## src/hdl/ttd_pkg.sv

```systemverilog
`timescale 1ns / 1ps

package ttd_pkg;

  // Screen size in pixels
  localparam int SCREEN_WIDTH  = 320;
  localparam int SCREEN_HEIGHT = 240;

  // Field widths
  localparam int ADC_W  = 10;
  localparam int PRES_W = 11;
  localparam int SX_W   = 9;
  localparam int SY_W   = 8;
  localparam int IDX_W  = 3;

  // Full-scale ADC code
  localparam int ADC_FULL = 1023;

  // Largest product |reading difference| * span sets the divider width
  localparam int SPAN_MAX = (SCREEN_WIDTH > SCREEN_HEIGHT) ? SCREEN_WIDTH : SCREEN_HEIGHT;
  localparam int NUM_W    = $clog2(ADC_FULL * SPAN_MAX + 1);
  localparam int CNT_W    = (NUM_W > 1) ? $clog2(NUM_W) : 1;

  // Register indexes
  localparam logic [IDX_W-1:0] REG_START_PRESSURE = 3'd0;
  localparam logic [IDX_W-1:0] REG_STOP_PRESSURE  = 3'd1;
  localparam logic [IDX_W-1:0] REG_X_READING_MIN  = 3'd2;
  localparam logic [IDX_W-1:0] REG_X_READING_MAX  = 3'd3;
  localparam logic [IDX_W-1:0] REG_Y_READING_MIN  = 3'd4;
  localparam logic [IDX_W-1:0] REG_Y_READING_MAX  = 3'd5;
  localparam logic [IDX_W-1:0] REG_FLIPPED        = 3'd6;

  // Calibration reset values
  localparam logic [ADC_W-1:0] X_MIN_RST = 10'd160;
  localparam logic [ADC_W-1:0] X_MAX_RST = 10'd876;
  localparam logic [ADC_W-1:0] Y_MIN_RST = 10'd110;
  localparam logic [ADC_W-1:0] Y_MAX_RST = 10'd892;

  // Divider request and response
  typedef struct packed {
    logic             start;
    logic [NUM_W-1:0] num;
    logic [ADC_W-1:0] den;
  } div_req_t;

  typedef struct packed {
    logic             done;
    logic [NUM_W-1:0] quo;
  } div_rsp_t;

endpackage

```

## src/hdl/ttd_div.sv

```systemverilog
`timescale 1ns / 1ps

// Restoring unsigned divider, one quotient bit per cycle
module ttd_div (
  input  logic              clk,
  input  logic              rst_n,
  input  ttd_pkg::div_req_t req,
  output ttd_pkg::div_rsp_t rsp
);

  logic                       run_r;
  logic                       done_r;
  logic [ttd_pkg::CNT_W-1:0]  cnt_r;
  logic [ttd_pkg::ADC_W-1:0]  rem_r;
  logic [ttd_pkg::ADC_W-1:0]  den_r;
  logic [ttd_pkg::NUM_W-1:0]  quo_r;

  logic [ttd_pkg::ADC_W:0]    trial;
  logic [ttd_pkg::ADC_W:0]    diff;
  logic                       ge;
  logic [ttd_pkg::ADC_W-1:0]  rem_nxt;

  // One trial subtract
  assign trial   = {rem_r, quo_r[ttd_pkg::NUM_W-1]};
  assign ge      = (trial >= {1'b0, den_r});
  assign diff    = trial - {1'b0, den_r};
  assign rem_nxt = ge ? diff[ttd_pkg::ADC_W-1:0] : trial[ttd_pkg::ADC_W-1:0];

  // Control
  always_ff @(posedge clk) begin
    if (!rst_n) begin
      run_r  <= 1'b0;
      done_r <= 1'b0;
      cnt_r  <= '0;
    end else begin
      done_r <= 1'b0;
      if (req.start) begin
        run_r <= 1'b1;
        cnt_r <= ttd_pkg::CNT_W'(ttd_pkg::NUM_W - 1);
      end else if (run_r) begin
        if (cnt_r == '0) begin
          run_r  <= 1'b0;
          done_r <= 1'b1;
        end else begin
          cnt_r <= cnt_r - 1'b1;
        end
      end
    end
  end

  // Datapath: dividend shifts out of quo_r as quotient bits shift in
  always_ff @(posedge clk) begin
    if (req.start) begin
      rem_r <= '0;
      den_r <= req.den;
      quo_r <= req.num;
    end else if (run_r) begin
      rem_r <= rem_nxt;
      quo_r <= {quo_r[ttd_pkg::NUM_W-2:0], ge};
    end
  end

  assign rsp.done = done_r;
  assign rsp.quo  = quo_r;

endmodule

```

## src/hdl/touch_tap_detector.sv

```systemverilog
`timescale 1ns / 1ps

// Resistive touch panel tap detector.
// in_*  : one beat per panel scan, in_tdata = {z2, z1, y, x} ADC samples.
// out_* : one beat per input beat; out_tuser is the tap flag, out_tdata
//         carries touching, screen_x, screen_y and pressure.
// cfg_* : register writes (thresholds, calibration ends, rotation), always
//         ready; write only while no scan is in flight.
// Pressure runs a touch/release hysteresis; a tap fires on the first scan of
// a new touch, and only then are the readings mapped to pixels and clamped.
// A scan without a tap skips the coordinate maps. A tap runs both coordinate
// maps through one shared serial divider, one quotient bit a cycle; a
// calibration axis of zero width skips its division.
// in_tready is high only while the sequencer is idle, so the next scan is not
// accepted until the last one's result beat is loaded into the output register.
// A finished beat waits in the output register while the receiver stalls;
// the next scan is accepted and worked on meanwhile, and its result holds
// until the register frees.
// Reset clears touch state, output valid and restores register defaults.
module touch_tap_detector (
  input  logic        clk,
  input  logic        rst_n,
  // x[9:0], y[19:10], z1[29:20], z2[39:30]
  input  logic [39:0] in_tdata,
  input  logic        in_tvalid,
  output logic        in_tready,
  // touching[0], screen_x[9:1], screen_y[17:10], pressure_value[28:18], zero pad
  output logic [31:0] out_tdata,
  // tap[0]
  output logic        out_tuser,
  output logic        out_tvalid,
  input  logic        out_tready,
  input  logic        cfg_valid,
  output logic        cfg_ready,
  input  logic [2:0]  cfg_index,
  input  logic [10:0] cfg_data
);

  localparam int AW = ttd_pkg::ADC_W;
  localparam int NW = ttd_pkg::NUM_W;

  typedef enum logic [3:0] {
    S_IDLE = 4'b0001,
    S_MAP  = 4'b0010,
    S_WAIT = 4'b0100,
    S_DONE = 4'b1000
  } state_t;

  state_t state_r, state_nxt;

  // Configuration registers
  logic [ttd_pkg::PRES_W-1:0] start_r, stop_r;
  logic [AW-1:0]              xmin_r, xmax_r, ymin_r, ymax_r;
  logic                       flip_r;

  // Touch state
  logic pressed_r, seen_r;

  // Per-scan working registers
  logic [AW-1:0]              xr_r, yr_r;
  logic [ttd_pkg::PRES_W-1:0] pres_r;
  logic                       tap_r, axis_r, neg_r;
  logic [ttd_pkg::SX_W-1:0]   sx_r;
  logic [ttd_pkg::SY_W-1:0]   sy_r;

  // Output register
  logic        out_valid_r;
  logic        out_tap_r;
  logic [31:0] out_data_r;

  logic in_acc, out_load;

  // Input unpack and pressure
  logic [AW-1:0]              x_adc, y_adc, z1_adc, z2_adc;
  logic [ttd_pkg::PRES_W:0]   pres_w;
  logic [ttd_pkg::PRES_W-1:0] pres;
  logic                       p_set, p_nxt, tap_nxt;

  assign x_adc  = in_tdata[9:0];
  assign y_adc  = in_tdata[19:10];
  assign z1_adc = in_tdata[29:20];
  assign z2_adc = in_tdata[39:30];
  assign pres_w = 12'(ttd_pkg::ADC_FULL) - {2'b00, z2_adc} + {2'b00, z1_adc};
  assign pres   = pres_w[ttd_pkg::PRES_W-1:0];

  // Hysteresis: set test first, then clear test
  assign p_set   = pressed_r | (pres > start_r);
  assign p_nxt   = p_set & ~(pres < stop_r);
  assign tap_nxt = ~seen_r & p_nxt;

  assign in_tready = (state_r == S_IDLE);
  assign in_acc    = in_tvalid & in_tready;
  assign cfg_ready = 1'b1;

  // Map operands for the current axis
  logic [AW-1:0] mv, ma, mb;
  logic [NW-1:0] span;
  logic [AW:0]   mdiff, mden, mdiff_neg;
  logic [AW-1:0] diff_mag, den_mag, den_neg;
  logic [NW-1:0] num_mag;
  logic          den_zero;

  always_comb begin
    if (!axis_r) begin
      mv   = yr_r;
      ma   = flip_r ? xmax_r : ymin_r;
      mb   = flip_r ? xmin_r : ymax_r;
      span = NW'(ttd_pkg::SCREEN_WIDTH);
    end else begin
      mv   = xr_r;
      ma   = flip_r ? ymin_r : xmax_r;
      mb   = flip_r ? ymax_r : xmin_r;
      span = NW'(ttd_pkg::SCREEN_HEIGHT);
    end
  end

  assign mdiff     = {1'b0, mv} - {1'b0, ma};
  assign mden      = {1'b0, mb} - {1'b0, ma};
  assign mdiff_neg = -mdiff;
  assign diff_mag  = mdiff[AW] ? mdiff_neg[AW-1:0] : mdiff[AW-1:0];
  assign den_neg   = AW'(-mden);
  assign den_mag   = mden[AW] ? den_neg : mden[AW-1:0];
  assign den_zero  = (mden == '0);
  assign num_mag   = NW'(diff_mag) * span;

  // Shared divider
  ttd_pkg::div_req_t div_req;
  ttd_pkg::div_rsp_t div_rsp;

  assign div_req.start = (state_r == S_MAP) & ~den_zero;
  assign div_req.num   = num_mag;
  assign div_req.den   = den_mag;

  ttd_div u_div (
    .clk   (clk),
    .rst_n (rst_n),
    .req   (div_req),
    .rsp   (div_rsp)
  );

  // Clamp: negative quotient to zero, large one to the span
  logic [NW-1:0] clamped, store_val;
  logic          store;

  assign clamped   = neg_r ? '0 : ((div_rsp.quo > span) ? span : div_rsp.quo);
  assign store     = ((state_r == S_MAP) & den_zero) | ((state_r == S_WAIT) & div_rsp.done);
  assign store_val = (state_r == S_MAP) ? '0 : clamped;
  assign out_load  = (state_r == S_DONE) & (~out_valid_r | out_tready);

  // Sequencer
  always_comb begin
    state_nxt = state_r;
    unique case (state_r)
      S_IDLE: if (in_acc) state_nxt = tap_nxt ? S_MAP : S_DONE;
      S_MAP:  if (!den_zero) state_nxt = S_WAIT;
              else if (axis_r) state_nxt = S_DONE;
      S_WAIT: if (div_rsp.done) state_nxt = axis_r ? S_DONE : S_MAP;
      S_DONE: if (out_load) state_nxt = S_IDLE;
      default: state_nxt = S_IDLE;
    endcase
  end

  // Control registers
  always_ff @(posedge clk) begin
    if (!rst_n) begin
      state_r     <= S_IDLE;
      pressed_r   <= 1'b0;
      seen_r      <= 1'b0;
      out_valid_r <= 1'b0;
      start_r     <= '0;
      stop_r      <= '0;
      xmin_r      <= ttd_pkg::X_MIN_RST;
      xmax_r      <= ttd_pkg::X_MAX_RST;
      ymin_r      <= ttd_pkg::Y_MIN_RST;
      ymax_r      <= ttd_pkg::Y_MAX_RST;
      flip_r      <= 1'b0;
    end else begin
      state_r <= state_nxt;
      if (in_acc) begin
        pressed_r <= p_nxt;
        seen_r    <= p_nxt;
      end
      if (out_load) out_valid_r <= 1'b1;
      else if (out_tready) out_valid_r <= 1'b0;
      // Register writes; unknown indexes are dropped
      if (cfg_valid) begin
        unique case (cfg_index)
          ttd_pkg::REG_START_PRESSURE: start_r <= cfg_data;
          ttd_pkg::REG_STOP_PRESSURE:  stop_r  <= cfg_data;
          ttd_pkg::REG_X_READING_MIN:  xmin_r  <= cfg_data[AW-1:0];
          ttd_pkg::REG_X_READING_MAX:  xmax_r  <= cfg_data[AW-1:0];
          ttd_pkg::REG_Y_READING_MIN:  ymin_r  <= cfg_data[AW-1:0];
          ttd_pkg::REG_Y_READING_MAX:  ymax_r  <= cfg_data[AW-1:0];
          ttd_pkg::REG_FLIPPED:        flip_r  <= cfg_data[0];
          default: ;
        endcase
      end
    end
  end

  // Working payload
  always_ff @(posedge clk) begin
    if (in_acc) begin
      xr_r   <= ~x_adc;
      yr_r   <= ~y_adc;
      pres_r <= pres;
      tap_r  <= tap_nxt;
      axis_r <= 1'b0;
      sx_r   <= '0;
      sy_r   <= '0;
    end else begin
      if (div_req.start) neg_r <= mdiff[AW] ^ mden[AW];
      if (store) begin
        if (!axis_r) sx_r <= store_val[ttd_pkg::SX_W-1:0];
        else         sy_r <= store_val[ttd_pkg::SY_W-1:0];
        axis_r <= 1'b1;
      end
    end
  end

  // Output beat
  always_ff @(posedge clk) begin
    if (out_load) begin
      out_tap_r  <= tap_r;
      out_data_r <= {3'b000, pres_r, sy_r, sx_r, pressed_r};
    end
  end

  assign out_tvalid = out_valid_r;
  assign out_tuser  = out_tap_r;
  assign out_tdata  = out_data_r;

  // Checks
  a_busy_after_accept: assert property (@(posedge clk) disable iff (!rst_n)
    in_tvalid && in_tready |=> !in_tready)
    else $error("input accepted twice in a row");

  a_tap_touching: assert property (@(posedge clk) disable iff (!rst_n)
    out_tvalid && out_tuser |-> out_tdata[0])
    else $error("tap reported while not touching");

  a_no_tap_zero: assert property (@(posedge clk) disable iff (!rst_n)
    out_tvalid && !out_tuser |-> out_tdata[17:1] == 17'd0)
    else $error("coordinates nonzero without tap");

  a_div_idle_start: assert property (@(posedge clk) disable iff (!rst_n)
    div_req.start |-> state_r == S_MAP)
    else $error("divider started outside map step");

endmodule
```

## config.mk

```make
export PLATFORM = sky130hd
export DESIGN_NAME = touch_tap_detector
export DESIGN_NICKNAME = d
export VERILOG_FILES = /design/src/hdl/ttd_pkg.sv /design/src/hdl/ttd_div.sv /design/src/hdl/touch_tap_detector.sv
export SDC_FILE = /design/constraint.sdc
export NUM_CORES = 1
export LEC_CHECK = 0
export BUFFER_PORTS_ARGS = -buffer_cell sky130_fd_sc_hd__buf_2
export CORE_MARGIN = 2
export CORE_UTILIZATION = 50
export DETAILED_ROUTE_END_ITERATION = 16
export PLACE_DENSITY = 0.71
export SLEW_MARGIN = 5
export SYNTH_ARGS = -nofsm -noshare
export SYNTH_HDL_FRONTEND = slang
export SYNTH_SLANG_ARGS = --single-unit
```

## constraint.sdc

```tcl
create_clock -name clk -period 7 [get_ports clk]
set_input_delay 0.35 -clock clk [delete_from_list [all_inputs] [get_ports clk]]
set_output_delay 0.35 -clock clk [all_outputs]
set_load 0.01 [all_outputs]
```

==> qor.tcl, run 1 <==
set qor(numClockSinks) 196
set qor(grt_pass1_wl_um) 39920
set qor(drv.max_cap_violation_count) 0
set qor(htree_depth) 4
set qor(critical_path.endpoint_type) {flip-flop}
set qor(crit_path_buf_inv_count) 3
set qor(crit_top_cell) {ha_1}
set qor(library_cell_with_the_largest_summed_area_after_synthesis) {edfxtp_1}
set qor(insertion_delay_ps) 440
set qor(routed_via_count_divided_by_cell_count) 5.228
set qor(layout.filler_cells) 2036
set qor(yosys_warnings) 0
set qor(drt_wl_total_um) 23820
set qor(worst-endpoint-required_ps) 7180
set qor(synth.ff_latch_count) 196
set qor(cts_tree) {done}
set qor(num_antenna_cells) 0
set qor(die_w_um) 157.0
set qor(ios) 95
set qor(p_leak_uw) 0.005631
set qor(class_of_the_most_critical_setup_path) {reg2reg}
set qor(cell_at_the_root_of_the_clock_tree) {clkbuf_16}
set qor(design_power_total_uw) 4996
set qor(yosysUniqueCellTypes) 71
set qor(cts.clk_slew.worst_paths_ps) 80
set qor(number_of_antenna_violations_at_the_first_check_in_global_routing) 0
set qor(synth_top_cell_area_share) 0.2359
set qor(syn_avg_cell_area_um2) 9.743
set qor(power.ir.vdd_worst_uv) 324.1
set qor(grt_use_total) 0.2018
set qor(chipHeight_um) 157.0
set qor(maximum_number_of_pins_on_one_net_before_global_route_repair) 73
set qor(hold_path_depth) 2
set qor(critical_path.max_fanout) 7
set qor(yosysMostFrequentCell) {nand2_1}
set qor(power_density_nw_per_um2) 377.3
set qor(timing.critical_path.max_delay_family) {adder cells}
set qor(via_count) 8506
set qor(synth_common_cells) {183 x nand2_1, 116 x ha_1, 112 x inv_1, 104 x dfxtp_1, 92 x edfxtp_1}
set qor(synth.yosys.seq_area_share) 0.4137
set qor(floorplan.initialDensity) 0.5034
set qor(rows) 56
set qor(synthArstFlopShare) 0
set qor(post_route_cells_drive_above_1_share) 0.1651
set qor(critical_path_depth) 28
set qor(finalCriticalPeriod_ps) 6533
set qor(synth_enable_flop_cells) 92
set qor(post_synth_instance_area_um2) 11710
set qor(grt_overflow) 0
set qor(final_min_period_over_clock_period) 0.9333
set qor(timing.critical_path.arrival_ps) 6710
set qor(detail-route-antenna-nets) 0
set qor(drc) 0
set qor(ff2ff_path_depth) 28
set qor(synth_top_cells_by_area) {edfxtp_1 24%, dfxtp_1 18%, ha_1 12%, nand2_1 5.9%, inv_1 3.6%}
set qor(final_net_count) 1490
set qor(core_um2) 23260
set qor(achievable-frequency_ghz) 0.1531
set qor(cts_buffers) 17
set qor(gp_congestion) 0.8419
set qor(predominant_post_synthesis_flop_cell) {dfxtp_1}
set qor(timing.slew.headroom) 0.2115
set qor(critical-path-slowest-cell) {fa_1}
set qor(die-area_um2) 24660
set qor(outcome) {complete, no violations}
set qor(worst_setup_path_start_kind) {flip-flop}
set qor(synthCells) 1202
set qor(finalMaxSlewViolations) 0
set qor(clk_path_buf_depth) 2
set qor(hold_class) {in2reg}
set qor(timing.final.setup_violations) 0
set qor(fin_skew_ps) 12.74
set qor(port_buffers) 90
set qor(layout-area-overhead-vs-synth_pct) 13.06
set qor(final_hold_viol_count) 0
set qor(place.detailed.instances) 1589
set qor(cp_slowest_stage_delay_ps) 550
set qor(grt_pass1_vias) 8252
set qor(drt_iter0_markers) 460
set qor(worst-slew-pin-transition_ps) 1180
set qor(detailed_place_hpwl_um) 17690
set qor(drt_pre_antenna_iters) 4
set qor(fin_cells) 1627
set qor(routedWlPerCell_um) 14.64
[sequential cells by signal, summed over array words and instances (netlist names), 11 cells and up]
name and count:
out_tdata 29, u_div.quo_r 19, pres_r 11, start_r 11, stop_r 11
[power by group]
group / switching [uW] / internal (uW) / leakage (uW) / total [uW]
combinational: 1420 / 1150 / 0.00364 / 2570
sequential: 61.7 / 1370 / 0.00170 / 1430
clock: 504 / 488 / 0.000296 / 991
[area by class of cell]
cell class | count | area [um^2] | area share
clock buffers | 17 | 425.4 | 0.03213
clock inverters | 15 | 178.9 | 0.01351
inverters | 113 | 424.2 | 0.03204
multi-input cells | 848 | 6294 | 0.4753
flip-flops and latches | 196 | 4847 | 0.3661
well taps | 319 | 399.1 | 0.03015
repair buffers | 119 | 671.9 | 0.05075
[placed cells by master (no fill, tap or decap), drive strengths merged, types with 5 or more instances in the layout]
master	n
o31ai	11
buf	119
or2	6
nor2	46
a21boi	47
fa	20
a21oi	58
clkinv	6
nand2	183
a31oi	8
and2	12
o21ai	45
o22ai	5
nor3	16
nand2b	11
dfxtp	104
mux2	29
clkbuf	17
nor2b	18
nand3	34
a21o	20
nand4	6
a22o	8
mux2i	30
edfxtp	92
ha	116
o21a	7
inv	122
xor2	13
xnor2	41
[final timing paths]
kind / end / slack [ps] / from
setup / recovery: u_div.quo_r[18] / 470 / axis_r
hold / removal: xr_r[8] / 140 / in_tdata[8]
hold reg to reg: out_tdata[22] / 420 / pres_r[4]
setup reg to reg: u_div.quo_r[18] / 470 / axis_r
[logic make-up after synthesis]
logic type | share of synthesized area
AND/OR/NAND/NOR | 0.1383
AO/OA/AOI/OAI | 0.1418
flip-flops | 0.4137
buffers and inverters | 0.05363
adder cells (fa/ha/maj) | 0.1581
multiplexers | 0.05353
XOR/XNOR | 0.04038
other | 0.0006413
[stage by stage]
stage	worst slack [ps]	setup TNS [ps]	cell area, um^2	util	hold slack [ps]
detailed placement	91.04	0	12550	0.5396	407.0
finish	466.7	0	13240	0.5692	142.9
floorplan	107.6	0	11730	-	400.3
global placement	206.9	0	12550	0.5396	403.6
CTS	29.93	0	13160	0.5656	130.6
global route	-5.887	-5.887	13240	0.5692	131.9
[layer usage]
layer | routed length (um) | part of all wire | GRT usage | up-vias
li1 | - | - | - | 4357
met1 | 11450 | 0.48 | 0.2736 | 3954
met2 | 11140 | 0.47 | 0.3312 | 163
met3 | 795 | 0.033 | 0.03442 | 32
met4 | 424 | 0.018 | 0.06234 | 0
met5 | 0 | 0 | 0 | -
[what timing repair did]
| item | in CTS | in global routing |
|---|---|---|
| resized for setup | 0 | 10 |
| buffers inserted | 0 | 6 |
| setup endpoints to repair | 0 | 3 |
| hold endpoints to repair | 0 | 0 |
| hold buffers | 0 | 0 |
Note: power is estimated with default switching activity, not from simulation.
==> run 2: changes to the inputs <==
--- a/config.mk
+++ b/config.mk
@@ -8,8 +8,10 @@
 export BUFFER_PORTS_ARGS = -buffer_cell sky130_fd_sc_hd__buf_2
 export CORE_MARGIN = 2
 export CORE_UTILIZATION = 50
+export CTS_BUF_LIST = sky130_fd_sc_hd__clkbuf_8
 export DETAILED_ROUTE_END_ITERATION = 16
 export PLACE_DENSITY = 0.71
+export RECOVER_POWER = 100
 export SLEW_MARGIN = 5
 export SYNTH_ARGS = -nofsm -noshare
 export SYNTH_HDL_FRONTEND = slang
==> run 2 against run 1 <==
Effect of this change: clock-buffer cell count unchanged; the run now ends with capacitance limit, slew limit left; sequential power hardly changed; die area did not move; critical path type unchanged; largest power group unchanged.
==> qor.tcl, run 2 (synthesis results as in run 1) <==
set qor(outcome) {finished with violations}
set qor(violations) {capacitance limit, slew limit}
set qor(combinationalPowerShare) 0.538
set qor(finalCriticalPeriod_ps) 6572
set qor(hold_path_depth) 2
set qor(worst_hold_path.endpoint) {yr_r[4]}
set qor(drt_pre_antenna_iters) 5
set qor(largest_register_ffs) 29
set qor(grt_pass1_vias) 8120
set qor(critical_path.endpoint_type) {flip-flop}
set qor(drc) 0
set qor(worst-slew-pin-transition_ps) 1522
set qor(timing.rr.start) {axis_r}
set qor(chipHeight_um) 157.0
set qor(power.switching_uw) 1950
set qor(number_of_antenna_violations_at_the_first_check_in_global_routing) 0
set qor(clockPowerShare) 0.159
set qor(mostFrequentLayoutCell) {nand2_1}
set qor(use_met1) 0.2741
set qor(final_min_period_over_clock_period) 0.9389
set qor(grt_overflow) 0
set qor(cts_buffers) 17
set qor(post_route_cells_drive_above_1_share) 0.1326
set qor(design_power_total_uw) 4738
set qor(cts.clk_slew.worst_paths_ps) 120
set qor(detailed_place_hpwl_um) 17690
set qor(drt_wl_total_um) 23650
set qor(ios) 95
set qor(core_um2) 23260
set qor(achievable-frequency_ghz) 0.1522
set qor(die_w_um) 157.0
set qor(switching_share) 0.4116
set qor(finalMaxSlewViolations) 31
set qor(clk_path_buf_depth) 2
set qor(hold_class) {in2reg}
set qor(power_density_nw_per_um2) 365.5
set qor(drt_iter0_markers) 461
set qor(regToRegEndpoint) {u_div.quo_r[17]}
set qor(ff2ff_path_depth) 24
set qor(cts_tree) {done}
set qor(fin_skew_ps) 14.87
set qor(layout-area-overhead-vs-synth_pct) 10.69
set qor(seq_power_share) 0.303
set qor(maximum_number_of_pins_on_one_net_before_global_route_repair) 73
set qor(final_net_count) 1487
set qor(layer_with_the_highest_usage) {met2}
set qor(worst-r2r-setup-slack_ps) 430
set qor(cp_slowest_stage_delay_ps) 490
set qor(grt_use_met3) 0.02616
set qor(p_leak_uw) 0.005426
set qor(detail-route-antenna-nets) 0
set qor(worst_setup_path_start_kind) {flip-flop}
set qor(htree_depth) 4
set qor(rows) 56
set qor(critical_path.max_fanout) 11
set qor(crit_top_cell) {ha_1}
set qor(setup-tns-final_ps) 0
set qor(critical_path_depth) 24
set qor(via_count) 8518
set qor(class_of_the_most_critical_setup_path) {reg2reg}
set qor(grtUsageMet2) 0.3264
set qor(most_frequent_cells_in_the_layout) {183 x nand2_1, 116 x ha_1, 113 x inv_1, 102 x dfxtp_1, 92 x edfxtp_1}
set qor(insertion_delay_ps) 480
set qor(cell_at_the_root_of_the_clock_tree) {clkbuf_8}
set qor(critical-path-slowest-cell) {fa_1}
set qor(drv.max_cap_violation_count) 1
set qor(floorplan.initialDensity) 0.5034
set qor(gp_congestion) 0.8419
set qor(routed_via_count_divided_by_cell_count) 5.245
set qor(crit_path_buf_inv_count) 2
set qor(p_int_uw) 2788
set qor(layout.filler_cells) 2081
set qor(crit_path_cell_trace) {xor2_2 > buf_6 > buf_4 > mux2i_1 > ha_1 > o22ai_1 > xnor2_1 > nor3_1 > nor2_1 > xnor2_1 > and2_0 > ha_1 > fa_1 > fa_1 > ha_1 > ha_1 > a21o_1 > a21oi_1 > o21bai_1 > a2111o_1 > a31oi_1 > o21ai_0 > xnor2_1 > o21ai_0}
set qor(port_buffers) 90
set qor(die-area_um2) 24660
set qor(timing.final.setup_violations) 0
set qor(grt_pass1_wl_um) 39370
set qor(num_antenna_cells) 0
set qor(power.ir.vdd_worst_uv) 323.7
set qor(timing.slew.headroom) -0.01470
set qor(timing.critical_path.arrival_ps) 6800
set qor(numClockSinks) 196
set qor(grt_use_total) 0.1985
set qor(routedWlPerCell_um) 14.56
set qor(final_hold_viol_count) 0
set qor(timing.critical_path.max_delay_family) {adder cells}
set qor(worst-endpoint-required_ps) 7230
set qor(timing.hold.worst.start) {in_tdata[14]}
## run 2: layout make-up
| type | instances | area [um^2] | share of cell area |
|---|---|---|---|
| repair buffers | 116 | 610.6 | 0.04710 |
| clock buffers | 17 | 234.0 | 0.01805 |
| multi-input cells | 848 | 6270 | 0.4836 |
| inverters | 113 | 424.2 | 0.03272 |
| well taps | 319 | 399.1 | 0.03079 |
| flip-flops and latches | 196 | 4847 | 0.3739 |
| clock inverters | 15 | 178.9 | 0.01380 |
## run 2: per-stage QoR
step                cell area [um^2]  cells  setup WS [ps]  hold slack (ps)  utilization
global route                   12960   1624         -2.679            88.27       0.5573
detailed placement             12550   1589          91.04            407.0       0.5396
global placement               12550   1589          206.9            403.6       0.5396
CTS                            12960   1621          38.77            75.15       0.5573
floorplan                      11730   1204          107.6            400.3            -
finish                         12960   1624          427.6            90.69       0.5573
## run 2: power by group through the flow
stage / combinational [uW] / clock (uW) / sequential [uW]
2_1_floorplan: 1970 / 0 / 1450
3_3_place_gp: 2430 / 0 / 1450
3_5_place_dp: 2470 / 0 / 1460
4_1_cts: 2520 / 773 / 1430
5_1_grt: 2940 / 822 / 1450
6_report: 2550 / 754 / 1440
## run 2: timing repair
item	CTS	global route
resized for setup	0	11
hold buffers	0	0
buffers inserted	0	3
endpoints found under the setup margin	0	3
## run 2: layer usage
metal,wire length (um),part of all wire,up-vias
met2,11010,0.47,155
met4,444,0.019,0
met3,788,0.033,31
met1,11410,0.48,3982
met5,0,0,-
li1,-,-,4350
## run 2: how the worst max path moves through the flow
stage                     slack (ps)         endpoint  startpoint
after floorplan                  110  u_div.quo_r[18]      axis_r
after global placement           210  u_div.quo_r[18]      axis_r
after detailed placement          90  u_div.quo_r[18]      axis_r
after CTS                         40  u_div.quo_r[18]      axis_r
after global routing              -3  u_div.quo_r[18]      axis_r
final                            430  u_div.quo_r[17]      axis_r
